### src/design/nrdb_pkg.sv
// Shared types, widths and constants of the neighbor-rank duty balancer.
// Holds the tanh node table, built at elaboration from an integer series.
// No dependencies; every other design file imports this package.
package nrdb_pkg;

    // tanh table: nodes at |x| = 4k/N, k = 0..N
    localparam int unsigned TANH_TABLE_ENTRIES = 64;
    localparam int unsigned TANH_IDX_W         = $clog2(TANH_TABLE_ENTRIES);
    localparam int unsigned TANH_ROM_AW        = $clog2(TANH_TABLE_ENTRIES + 1);
    localparam int unsigned TANH_W             = 17;
    localparam logic [TANH_W-1:0] TANH_ONE     = 17'h10000;

    // argument x = |current| * inverse scale, 2^-18 units; 4.0 = 2^20
    localparam int unsigned ARG_W       = 32;
    localparam int unsigned ARG_FRAC_W  = 20;
    localparam int unsigned TANH_POS_W  = ARG_FRAC_W + TANH_IDX_W;

    // datapath widths
    localparam int unsigned DATA_W  = 16;
    localparam int unsigned EMAG_W  = 17;
    localparam int unsigned GE_W    = DATA_W + EMAG_W;
    localparam int unsigned M1_W    = 25;
    localparam int unsigned M2_W    = 17;

    // configuration port
    localparam int unsigned APB_AW  = 5;
    localparam int unsigned APB_DW  = 32;

    localparam logic [63:0] Q31_ONE = 64'h0000_0000_8000_0000;

    typedef enum logic [2:0] {
        REG_DUTY_REFERENCE     = 3'd0,
        REG_VOLTAGE_GAIN       = 3'd1,
        REG_RANK_GAIN          = 3'd2,
        REG_ERROR_DEADBAND     = 3'd3,
        REG_CURRENT_INV_SCALE  = 3'd4
    } t_reg_idx;

    // number of ring neighbors whose voltage lies below our own
    typedef enum logic [1:0] {
        RANK_LOW  = 2'd0,
        RANK_MID  = 2'd1,
        RANK_HIGH = 2'd2
    } t_rank;

    typedef struct packed {
        logic [DATA_W-1:0] duty_reference;
        logic [DATA_W-1:0] voltage_gain;
        logic [DATA_W-1:0] rank_gain;
        logic [DATA_W-1:0] error_deadband;
        logic [DATA_W-1:0] current_inverse_scale;
    } t_cfg;

    localparam t_cfg CFG_RESET = '{
        duty_reference:        16'd32768,
        voltage_gain:          16'd13107,
        rank_gain:             16'd1311,
        error_deadband:        16'd26,
        current_inverse_scale: 16'd256
    };

    // per-sample sign and rank info carried beside the tanh pipeline
    typedef struct packed {
        logic  cons_neg;
        logic  cur_neg;
        t_rank rank;
    } t_side;

    typedef logic [TANH_W-1:0] t_tanh_rom [0:TANH_TABLE_ENTRIES];

    // restoring division, used only while building the table
    function automatic logic [63:0] rom_udiv(input logic [63:0] num, input logic [63:0] den);
        logic [63:0] quo;
        logic [64:0] rem;
        int          b;
        quo = '0;
        rem = '0;
        for (b = 63; b >= 0; b--) begin
            rem = {rem[63:0], num[b]};
            if (rem >= {1'b0, den}) begin
                rem    = rem - {1'b0, den};
                quo[b] = 1'b1;
            end
        end
        return quo;
    endfunction

    // exp(-f) in Q31 for 0 <= f < 1, truncated power series
    function automatic logic [63:0] rom_exp_neg(input logic [63:0] f);
        logic [63:0]        term;
        logic signed [63:0] acc;
        int                 j;
        term = Q31_ONE;
        acc  = signed'(Q31_ONE);
        for (j = 1; j <= 24; j++) begin
            term = rom_udiv((term * f) >> 31, 64'(j));
            if (j[0]) begin
                acc = acc - signed'(term);
            end else begin
                acc = acc + signed'(term);
            end
        end
        if (acc < 0) begin
            acc = '0;
        end
        if (acc > signed'(Q31_ONE)) begin
            acc = signed'(Q31_ONE);
        end
        return unsigned'(acc);
    endfunction

    // tanh(4k/N) = (1 - e) / (1 + e), e = exp(-k/N)^8, rounded to Q0.16
    function automatic t_tanh_rom build_tanh_rom();
        t_tanh_rom   rom;
        logic [63:0] f;
        logic [63:0] e;
        logic [63:0] den;
        logic [63:0] num;
        logic [63:0] quo;
        int          k;
        int          s;
        rom[0] = '0;
        for (k = 1; k < TANH_TABLE_ENTRIES; k++) begin
            f = rom_udiv(64'(k) << 31, 64'(TANH_TABLE_ENTRIES));
            e = rom_exp_neg(f);
            for (s = 0; s < 3; s++) begin
                e = (e * e) >> 31;
            end
            den    = Q31_ONE + e;
            num    = ((Q31_ONE - e) << 16) + (den >> 1);
            quo    = rom_udiv(num, den);
            rom[k] = quo[TANH_W-1:0];
        end
        rom[TANH_TABLE_ENTRIES] = TANH_ONE;
        return rom;
    endfunction

    localparam t_tanh_rom TANH_ROM = build_tanh_rom();

endpackage

### src/design/neighbor_rank_duty_balancer_core.sv
// Neighbor-rank duty balancer: a six-stage pipeline that takes one sample per clock
// while o_s_axis_tready is high and holds all stages while it is low. The stages are input
// error and argument product, tanh node fetch, interpolation, gain products, consensus
// add with clamp, then rank add with clamp into the output; the per-stage multipliers
// set the clock. A one-entry skid behind the output register lets the pipeline keep
// running into a stall of the output; tready drops only once that entry is full.
// Registers are written over APB and should change only while no sample is in flight.
// Depends on nrdb_pkg and the nrdb_* submodules.
module neighbor_rank_duty_balancer_core import nrdb_pkg::*; (
    input  logic              i_clk,
    input  logic              i_rst_n,
    // sample stream
    input  logic              i_s_axis_tvalid,
    output logic              o_s_axis_tready,
    // [15:0] current, [31:16] own_voltage, [47:32] prev_voltage, [63:48] next_voltage
    input  logic [63:0]       i_s_axis_tdata,
    // duty stream
    output logic              o_m_axis_tvalid,
    input  logic              i_m_axis_tready,
    // [15:0] duty
    output logic [15:0]       o_m_axis_tdata,
    // configuration
    input  logic              psel,
    input  logic              penable,
    input  logic              pwrite,
    input  logic [APB_AW-1:0] paddr,
    input  logic [APB_DW-1:0] pwdata,
    output logic [APB_DW-1:0] prdata,
    output logic              pready
);

    localparam int unsigned NSTAGE = 5;

    t_cfg cfg;
    logic en;
    logic accept;
    logic push;

    logic [DATA_W-1:0] cur_raw;
    logic [DATA_W-1:0] own_voltage;
    logic [DATA_W-1:0] prev_voltage;
    logic [DATA_W-1:0] next_voltage;

    logic [DATA_W-1:0]     cur_mag;
    logic signed [18:0]    err2;
    logic [18:0]           err2_abs;
    logic [EMAG_W-1:0]     emag;
    logic [1:0]            below_cnt;
    t_side                 side_a;

    logic [NSTAGE-1:0] r_vld;
    logic [ARG_W-1:0]  r_a_arg;
    logic [EMAG_W-1:0] r_a_emag;
    t_side             r_a_side;
    logic [GE_W-1:0]   r_b_ge;
    t_side             r_b_side;
    logic [GE_W-1:0]   r_c_ge;
    t_side             r_c_side;

    logic [TANH_W-1:0] c_tanh;
    logic [DATA_W-1:0] duty;

    nrdb_apb_regs u_regs (
        .i_clk   (i_clk),
        .i_rst_n (i_rst_n),
        .psel    (psel),
        .penable (penable),
        .pwrite  (pwrite),
        .paddr   (paddr),
        .pwdata  (pwdata),
        .prdata  (prdata),
        .pready  (pready),
        .o_cfg   (cfg)
    );

    assign o_s_axis_tready = en;
    assign accept          = i_s_axis_tvalid && en;
    assign push            = en && r_vld[NSTAGE-1];

    assign cur_raw      = i_s_axis_tdata[15:0];
    assign own_voltage  = i_s_axis_tdata[31:16];
    assign prev_voltage = i_s_axis_tdata[47:32];
    assign next_voltage = i_s_axis_tdata[63:48];

    // stage A inputs: current magnitude, neighbor error with deadband, rank
    always_comb begin
        cur_mag   = cur_raw[DATA_W-1] ? DATA_W'(-cur_raw) : cur_raw;
        err2      = $signed(19'(prev_voltage)) + $signed(19'(next_voltage))
                  - $signed({2'b00, own_voltage, 1'b0});
        err2_abs  = err2[18] ? 19'(-err2) : 19'(err2);
        emag      = err2_abs[EMAG_W-1:0];
        if (emag < {cfg.error_deadband, 1'b0}) begin
            emag = '0;
        end
        below_cnt = 2'(own_voltage > prev_voltage) + 2'(own_voltage > next_voltage);
        side_a.cons_neg = err2[18] != cur_raw[DATA_W-1];
        side_a.cur_neg  = cur_raw[DATA_W-1];
        side_a.rank     = t_rank'(below_cnt);
    end

    // advance valid bits together with the data
    always_ff @(posedge i_clk) begin
        if (!i_rst_n) begin
            r_vld <= '0;
        end else if (en) begin
            r_vld <= {r_vld[NSTAGE-2:0], accept};
        end
    end

    // stages A to C of the side-band and voltage-gain product
    always_ff @(posedge i_clk) begin
        if (en) begin
            r_a_arg  <= ARG_W'(cur_mag) * ARG_W'(cfg.current_inverse_scale);
            r_a_emag <= emag;
            r_a_side <= side_a;
            r_b_ge   <= GE_W'(cfg.voltage_gain) * GE_W'(r_a_emag);
            r_b_side <= r_a_side;
            r_c_ge   <= r_b_ge;
            r_c_side <= r_b_side;
        end
    end

    nrdb_tanh_interp u_tanh (
        .i_clk  (i_clk),
        .i_en   (en),
        .i_arg  (r_a_arg),
        .o_tanh (c_tanh)
    );

    nrdb_duty_mix u_mix (
        .i_clk  (i_clk),
        .i_en   (en),
        .i_cfg  (cfg),
        .i_ge   (r_c_ge),
        .i_tanh (c_tanh),
        .i_side (r_c_side),
        .o_duty (duty)
    );

    nrdb_out_skid u_out (
        .i_clk    (i_clk),
        .i_rst_n  (i_rst_n),
        .i_push   (push),
        .i_data   (duty),
        .o_space  (en),
        .o_tvalid (o_m_axis_tvalid),
        .i_tready (i_m_axis_tready),
        .o_tdata  (o_m_axis_tdata)
    );

`ifndef SYNTHESIS
    // a full skid entry implies a waiting output
    a_skid_implies_out: assert property (@(posedge i_clk) disable iff (!i_rst_n)
        !o_s_axis_tready |-> o_m_axis_tvalid)
        else $error("skid entry full without a pending output");

    // a result leaving the last stage shows up on the output
    a_push_lands: assert property (@(posedge i_clk) disable iff (!i_rst_n)
        push |=> o_m_axis_tvalid)
        else $error("result from last stage lost");

    // tanh magnitude never exceeds one
    a_tanh_range: assert property (@(posedge i_clk) disable iff (!i_rst_n)
        r_vld[2] |-> (c_tanh <= TANH_ONE))
        else $error("tanh magnitude above one");

    // pipeline holds while the skid entry is occupied
    a_hold_on_full: assert property (@(posedge i_clk) disable iff (!i_rst_n)
        !o_s_axis_tready |=> $stable(r_vld))
        else $error("pipeline moved while output side full");
`endif

endmodule

### src/design/nrdb_apb_regs.sv
// APB configuration registers of the duty balancer.
// Depends on nrdb_pkg for the register map and reset values.
module nrdb_apb_regs import nrdb_pkg::*; (
    input  logic              i_clk,
    input  logic              i_rst_n,
    input  logic              psel,
    input  logic              penable,
    input  logic              pwrite,
    input  logic [APB_AW-1:0] paddr,
    input  logic [APB_DW-1:0] pwdata,
    output logic [APB_DW-1:0] prdata,
    output logic              pready,
    output t_cfg              o_cfg
);

    t_cfg     r_cfg;
    t_reg_idx reg_sel;
    logic     wr_en;

    assign pready  = 1'b1;
    assign reg_sel = t_reg_idx'(paddr[APB_AW-1:2]);
    assign wr_en   = psel && penable && pwrite && pready;
    assign o_cfg   = r_cfg;

    // write on the access phase; unmapped addresses drop the transfer
    always_ff @(posedge i_clk) begin
        if (!i_rst_n) begin
            r_cfg <= CFG_RESET;
        end else if (wr_en) begin
            unique case (reg_sel)
                REG_DUTY_REFERENCE:    r_cfg.duty_reference        <= pwdata[DATA_W-1:0];
                REG_VOLTAGE_GAIN:      r_cfg.voltage_gain          <= pwdata[DATA_W-1:0];
                REG_RANK_GAIN:         r_cfg.rank_gain             <= pwdata[DATA_W-1:0];
                REG_ERROR_DEADBAND:    r_cfg.error_deadband        <= pwdata[DATA_W-1:0];
                REG_CURRENT_INV_SCALE: r_cfg.current_inverse_scale <= pwdata[DATA_W-1:0];
                default: ;
            endcase
        end
    end

    // read mux
    always_comb begin
        unique case (reg_sel)
            REG_DUTY_REFERENCE:    prdata = APB_DW'(r_cfg.duty_reference);
            REG_VOLTAGE_GAIN:      prdata = APB_DW'(r_cfg.voltage_gain);
            REG_RANK_GAIN:         prdata = APB_DW'(r_cfg.rank_gain);
            REG_ERROR_DEADBAND:    prdata = APB_DW'(r_cfg.error_deadband);
            REG_CURRENT_INV_SCALE: prdata = APB_DW'(r_cfg.current_inverse_scale);
            default:               prdata = '0;
        endcase
    end

endmodule

### src/design/nrdb_tanh_interp.sv
// Two-stage tanh lookup with linear interpolation, saturating at 1.0.
// Depends on nrdb_pkg for the node table and argument format.
module nrdb_tanh_interp import nrdb_pkg::*; (
    input  logic              i_clk,
    input  logic              i_en,
    input  logic [ARG_W-1:0]  i_arg,
    output logic [TANH_W-1:0] o_tanh
);

    logic [TANH_POS_W-1:0]  pos;
    logic [TANH_IDX_W-1:0]  idx;
    logic [TANH_ROM_AW-1:0] addr_lo;
    logic [TANH_ROM_AW-1:0] addr_hi;
    logic [TANH_W-1:0]      node_lo;
    logic [TANH_W-1:0]      node_hi;
    logic                   arg_sat;

    logic                   r_sat;
    logic [TANH_W-1:0]      r_lo;
    logic [TANH_W-1:0]      r_diff;
    logic [ARG_FRAC_W-1:0]  r_frac;

    logic [TANH_W+ARG_FRAC_W-1:0] step;

    // split the scaled argument into node index and fraction
    assign arg_sat = |i_arg[ARG_W-1:ARG_FRAC_W];
    assign pos     = TANH_POS_W'(i_arg[ARG_FRAC_W-1:0]) * TANH_POS_W'(TANH_TABLE_ENTRIES);
    assign idx     = pos[TANH_POS_W-1:ARG_FRAC_W];
    assign addr_lo = TANH_ROM_AW'(idx);
    assign addr_hi = addr_lo + TANH_ROM_AW'(1);
    assign node_lo = TANH_ROM[addr_lo];
    assign node_hi = TANH_ROM[addr_hi];

    // stage: node fetch
    always_ff @(posedge i_clk) begin
        if (i_en) begin
            r_sat  <= arg_sat;
            r_lo   <= node_lo;
            r_diff <= (node_hi > node_lo) ? (node_hi - node_lo) : '0;
            r_frac <= pos[ARG_FRAC_W-1:0];
        end
    end

    // stage: interpolate
    assign step = (TANH_W + ARG_FRAC_W)'(r_diff) * (TANH_W + ARG_FRAC_W)'(r_frac);

    always_ff @(posedge i_clk) begin
        if (i_en) begin
            o_tanh <= r_sat ? TANH_ONE
                            : r_lo + step[TANH_W+ARG_FRAC_W-1:ARG_FRAC_W];
        end
    end

endmodule

### src/design/nrdb_duty_mix.sv
// Consensus and rank terms, two saturating duty adds.
// Depends on nrdb_pkg for the side-band struct, rank codes and config.
module nrdb_duty_mix import nrdb_pkg::*; (
    input  logic              i_clk,
    input  logic              i_en,
    input  t_cfg              i_cfg,
    input  logic [GE_W-1:0]   i_ge,
    input  logic [TANH_W-1:0] i_tanh,
    input  t_side             i_side,
    output logic [DATA_W-1:0] o_duty
);

    localparam int unsigned P1_W = GE_W + TANH_W;
    localparam int unsigned P2_W = DATA_W + TANH_W;

    logic [P1_W-1:0] prod1;
    logic [P2_W-1:0] prod2;

    logic [M1_W-1:0] r_d_m1;
    logic [M2_W-1:0] r_d_m2;
    t_side           r_d_side;

    logic signed [M1_W+1:0] sum1;
    logic [DATA_W-1:0]      d1;

    logic [DATA_W-1:0] r_e_d1;
    logic [M2_W-1:0]   r_e_m2;
    t_side             r_e_side;

    logic signed [M2_W+1:0] sum2;

    // stage: gain products
    assign prod1 = P1_W'(i_ge) * P1_W'(i_tanh);
    assign prod2 = P2_W'(i_cfg.rank_gain) * P2_W'(i_tanh);

    always_ff @(posedge i_clk) begin
        if (i_en) begin
            r_d_m1   <= prod1[P1_W-1:25];
            r_d_m2   <= prod2[P2_W-1:16];
            r_d_side <= i_side;
        end
    end

    // stage: reference plus or minus consensus term, clamp
    always_comb begin
        if (r_d_side.cons_neg) begin
            sum1 = $signed((M1_W+2)'(i_cfg.duty_reference)) - $signed((M1_W+2)'(r_d_m1));
        end else begin
            sum1 = $signed((M1_W+2)'(i_cfg.duty_reference)) + $signed((M1_W+2)'(r_d_m1));
        end
        if (sum1 < 0) begin
            d1 = '0;
        end else if (sum1 > $signed((M1_W+2)'(16'hFFFF))) begin
            d1 = '1;
        end else begin
            d1 = sum1[DATA_W-1:0];
        end
    end

    always_ff @(posedge i_clk) begin
        if (i_en) begin
            r_e_d1   <= d1;
            r_e_m2   <= r_d_m2;
            r_e_side <= r_d_side;
        end
    end

    // rank correction: no neighbor below pushes up, both below push down; reversed for negative current
    always_comb begin
        case (r_e_side.rank)
            RANK_LOW: begin
                sum2 = r_e_side.cur_neg ? $signed((M2_W+2)'(r_e_d1)) - $signed((M2_W+2)'(r_e_m2))
                                        : $signed((M2_W+2)'(r_e_d1)) + $signed((M2_W+2)'(r_e_m2));
            end
            RANK_HIGH: begin
                sum2 = r_e_side.cur_neg ? $signed((M2_W+2)'(r_e_d1)) + $signed((M2_W+2)'(r_e_m2))
                                        : $signed((M2_W+2)'(r_e_d1)) - $signed((M2_W+2)'(r_e_m2));
            end
            default: sum2 = $signed((M2_W+2)'(r_e_d1));
        endcase
        if (sum2 < 0) begin
            o_duty = '0;
        end else if (sum2 > $signed((M2_W+2)'(16'hFFFF))) begin
            o_duty = '1;
        end else begin
            o_duty = sum2[DATA_W-1:0];
        end
    end

endmodule

### src/design/nrdb_out_skid.sv
// Output register with one skid entry for the result stream.
// Depends on nrdb_pkg for the data width.
module nrdb_out_skid import nrdb_pkg::*; (
    input  logic              i_clk,
    input  logic              i_rst_n,
    input  logic              i_push,
    input  logic [DATA_W-1:0] i_data,
    output logic              o_space,
    output logic              o_tvalid,
    input  logic              i_tready,
    output logic [DATA_W-1:0] o_tdata
);

    logic              r_out_vld;
    logic              r_skid_vld;
    logic [DATA_W-1:0] r_out_data;
    logic [DATA_W-1:0] r_skid_data;
    logic              stalled;

    assign stalled  = r_out_vld && !i_tready;
    assign o_space  = !r_skid_vld;
    assign o_tvalid = r_out_vld;
    assign o_tdata  = r_out_data;

    // control: park in the skid entry while the output is stalled
    always_ff @(posedge i_clk) begin
        if (!i_rst_n) begin
            r_out_vld  <= 1'b0;
            r_skid_vld <= 1'b0;
        end else if (stalled) begin
            if (i_push) begin
                r_skid_vld <= 1'b1;
            end
        end else if (r_skid_vld) begin
            r_out_vld  <= 1'b1;
            r_skid_vld <= 1'b0;
        end else begin
            r_out_vld <= i_push;
        end
    end

    // payload
    always_ff @(posedge i_clk) begin
        if (stalled) begin
            if (i_push) begin
                r_skid_data <= i_data;
            end
        end else if (r_skid_vld) begin
            r_out_data <= r_skid_data;
        end else if (i_push) begin
            r_out_data <= i_data;
        end
    end

endmodule
### config.mk
export PLATFORM = sky130hd
export DESIGN_NAME = neighbor_rank_duty_balancer_core
export DESIGN_NICKNAME = d
export VERILOG_FILES = /design/src/design/nrdb_pkg.sv /design/src/design/neighbor_rank_duty_balancer_core.sv /design/src/design/nrdb_apb_regs.sv /design/src/design/nrdb_tanh_interp.sv /design/src/design/nrdb_duty_mix.sv /design/src/design/nrdb_out_skid.sv
export SDC_FILE = /design/constraint.sdc
export NUM_CORES = 2
export LEC_CHECK = 0
export BUFFER_PORTS_ARGS = -buffer_cell sky130_fd_sc_hd__buf_2
export CORE_ASPECT_RATIO = 1.2
export CORE_MARGIN = 2
export CORE_UTILIZATION = 37
export DETAILED_ROUTE_END_ITERATION = 8
export PLACE_DENSITY = 0.62
export SYNTH_ARGS = -nofsm -noshare
export SYNTH_HDL_FRONTEND = slang
export SYNTH_SLANG_ARGS = --single-unit
### constraint.sdc
create_clock -name i_clk -period 25.3 [get_ports i_clk]
set_clock_uncertainty 0.15 [all_clocks]
set_input_delay 2.53 -clock i_clk [delete_from_list [all_inputs] [get_ports i_clk]]
set_output_delay 2.53 -clock i_clk [all_outputs]
set_load 0.01 [all_outputs]
==> metrics.txt <==
run status complete, but fails checks; violations in the final reports design-rule violations; maximum number of buffers from clock root to sink 3; most frequent cell on the critical path sky130_fd_sc_hd__fa_1; Data required, critical path 25.54 ns; delay of the slowest critical-path stage 0.66 ns; min Tclk post-route 10.30 ns; Detailed Routing Iterations Pass 1 8; R2R depth 32; antenna violations before repair 10; vias in the first global route 59300; number of maximum-capacitance constraint violations 0; ratio of final minimum period to clock period 40.7%; critical path class in2reg; transition time at the pin with the least slew margin approximately 1.2 ns; register area share after synthesis 14.8%; die width 412 um; maximum level of the CTS H-tree 2; Worst Setup Start Kind primary input; Synth cell types roughly 100; post-detailed-routing wire length 195000 um; Overall Global Routing Usage 19.5%; critical path buffer and inverter count 7; Buffers on Ports 123; TritonCTS sink count 393; total of endpoints with negative setup slack in the final report 0; post-synthesis to final-layout area growth 6.19%; highest-count cells in the layout ignoring fill and taps sky130_fd_sc_hd__inv_1 (1573), sky130_fd_sc_hd__nand2_1 (1386), sky130_fd_sc_hd__fa_1 (1268); per-cell via count in the routed design ~5.2; pin count of the biggest net entering global routing around 150; CTS Hold Buffers Added 0; number of warnings issued by yosys 0; routability cong. 0.891; Min-Delay Path Class reg2reg; final-report hold violation count 0; post-cts resize count 0; global-route wire length before repair ~320000 um; post-CTS clock slew at the launch and capture registers of the worst setup and hold paths approximately 0.06 ns; Remaining DRCs 8; commonest non-fill, non-tap cell in the layout sky130_fd_sc_hd__inv_1; number of cells traversed by the worst hold path 0; Worst path top cell family by delay adder cells; post-CTS setup buffers 0; per-instance average area after synthesis between 8 and 9 um2; Crit. path cell count 29; Critical Path Sink Type flip-flop; FMAX 97.1 MHz; NumNets Final 10100; top-level I/O count 159; die outline height 493 um; fraction of final layout cells sized beyond drive strength 1 4.88%; CP arrival 10.53 ns; number of enable-type register cells in the synthesized netlist approximately 310; FF+latch count, synth 393; setup TNS after final layout 0 ns; buffer cell driving the clock tree root sky130_fd_sc_hd__clkbuf_16; iteration-0 DRC count of the detailed router 3853; total count of max-transition violations in the final report 0; core region area 198000 um2; setup repair after global routing missed its margin no; final setup slack of the worst path 15.00 ns; Main synth FF type sky130_fd_sc_hd__edfxtp_1; Rows 179; clock tree from TritonCTS yes; total die area a little over 200000 um2; Overflow after GRT 0; drt wl/cell 18.2 um; Vias 55800; Final HPWL DP between 100000 and 150000 um; Placement Setup Slack 14.39 ns; starting density of the core between 30% and 40%; ANT nets after route 0; Slew HR 17.2%; maximum fanout along the worst path 16; Inserted Clock Buffers 46; share of flip-flops with an asynchronous set or reset after synthesis 0%; combined area of all synthesized cells 73700 um2; critical-path cell with the highest stage delay sky130_fd_sc_hd__a311oi_1; cells after synthesis between 8000 and 9000; clock insertion delay at the later pin of the skew report ~0.66 ns
==> Yosys cell counts (all sizes together), types with 10 or more instances <==
master | n | area share [%]
o31a | 12 | 0.14
nand4 | 29 | 0.25
nor3 | 83 | 0.59
edfxtp | 306 | 12
a21o | 63 | 0.64
xnor2 | 148 | 1.8
fa | 1268 | 34
nor4 | 15 | 0.13
o22ai | 26 | 0.22
mux2 | 29 | 0.44
or3 | 22 | 0.19
xor2 | 60 | 0.71
inv | 1577 | 8.0
ha | 706 | 12
nor2 | 249 | 1.3
a31oi | 33 | 0.28
a21oi | 259 | 1.8
dfxtp | 87 | 2.4
o21a | 42 | 0.43
nor3b | 10 | 0.10
o311ai | 12 | 0.17
o211ai | 32 | 0.33
or2 | 16 | 0.14
o21bai | 29 | 0.30
and3 | 26 | 0.22
o21ai | 175 | 1.2
nand2b | 37 | 0.31
a311oi | 11 | 0.13
a22oi | 41 | 0.42
nand2 | 1386 | 7.1
and2 | 526 | 4.5
clkbuf | 385 | 2.0
mux2i | 20 | 0.28
nor2b | 61 | 0.53
a211oi | 46 | 0.51
o31ai | 28 | 0.30
a221oi | 19 | 0.23
a21boi | 69 | 0.70
nand3 | 76 | 0.52
buf | 53 | 0.41
==> area by class of cell <==
class	count	area, um2
Sequential cell	393	10900
Antenna cell	4	10.0
Multi-Input combinational cell	5804	55300
Clock inverter	30	360
Fill cell	19800	120000
Tap cell	2624	3280
Clock buffer	55	1180
Timing Repair Buffer	217	1330
Inverter	1578	5930
==> worst reg2reg max path, delay by kind of cell, from the launching register on <==
| family | cells | cell delay [ns] |
|---|---|---|
| buf+inv | 6 | 0.30 |
| flops | 1 | 0.65 |
| fa+ha+maj | 8 | 3.54 |
| xor+xnor | 1 | 0.20 |
| simple gates | 7 | 1.89 |
| compound gates | 9 | 2.28 |
| mux | 1 | 0.08 |
==> metal layers <==
| metal | global-route usage (%) | share of wire [%] | up-vias |
|---|---|---|---|
| li1 | - | - | 25200 |
| met1 | 25.0 | 41 | 28300 |
| met2 | 34.0 | 49 | 1828 |
| met3 | 2.78 | 6.5 | 365 |
| met4 | 5.66 | 3.0 | 10 |
| met5 | 0 | 0.031 | - |
==> registers in the layout, indices dropped and copies added, names as in the netlist, 5 cells and up <==
register	flops
u_mix.r_d_m1	25
u_regs.o_cfg	80
u_out.r_skid_data	16
u_out.o_tdata	16
u_mix.r_d_m2	17
r_a_arg	32
u_tanh.r_frac	14
u_tanh.o_tanh	17
u_tanh.r_diff	17
u_tanh.r_lo	16
r_c_ge	33
r_vld	5
u_mix.r_e_d1	16
u_mix.r_e_m2	17
r_b_ge	33
r_a_emag	17
==> metrics by stage <==
step	area (um2)	std cells	util [%]	hold slack [ns]
3_3_place_gp	76800	10600	38.7	0.250
6_report	78300	10700	39.5	0.264
5_1_grt	78300	10700	39.5	0.271
3_5_place_dp	76800	10600	38.7	0.255
4_1_cts	78300	10700	39.5	0.266
2_1_floorplan	73800	8213	-	0.250
==> path summary, 6_finish.rpt <==
check                     from  slack (ns)                end
max          i_s_axis_tdata[3]       15.00        r_a_arg[30]
min                 r_b_ge[32]        0.26         r_c_ge[32]
max reg2reg   u_tanh.r_diff[7]       15.94  u_tanh.o_tanh[16]
min reg2reg         r_b_ge[32]        0.26         r_c_ge[32]
==> cell families after synthesis <==
logic type | Yosys count | share of synthesized area, %
AOI/OAI and AO/OA | 989 | 9.00
DFF | 393 | 14.8
xor gates and xnor gates | 208 | 2.47
buffers and inverters | 2016 | 10.4
adders and majority gates | 1974 | 46.4
other | 2 | 0.0102
and+or+nand+nor | 2564 | 16.1
muxes | 52 | 0.811
Power is left out: the tool's default activity adds up to more than one toggle a clock period on the data nets, which glitch-free logic cannot reach.
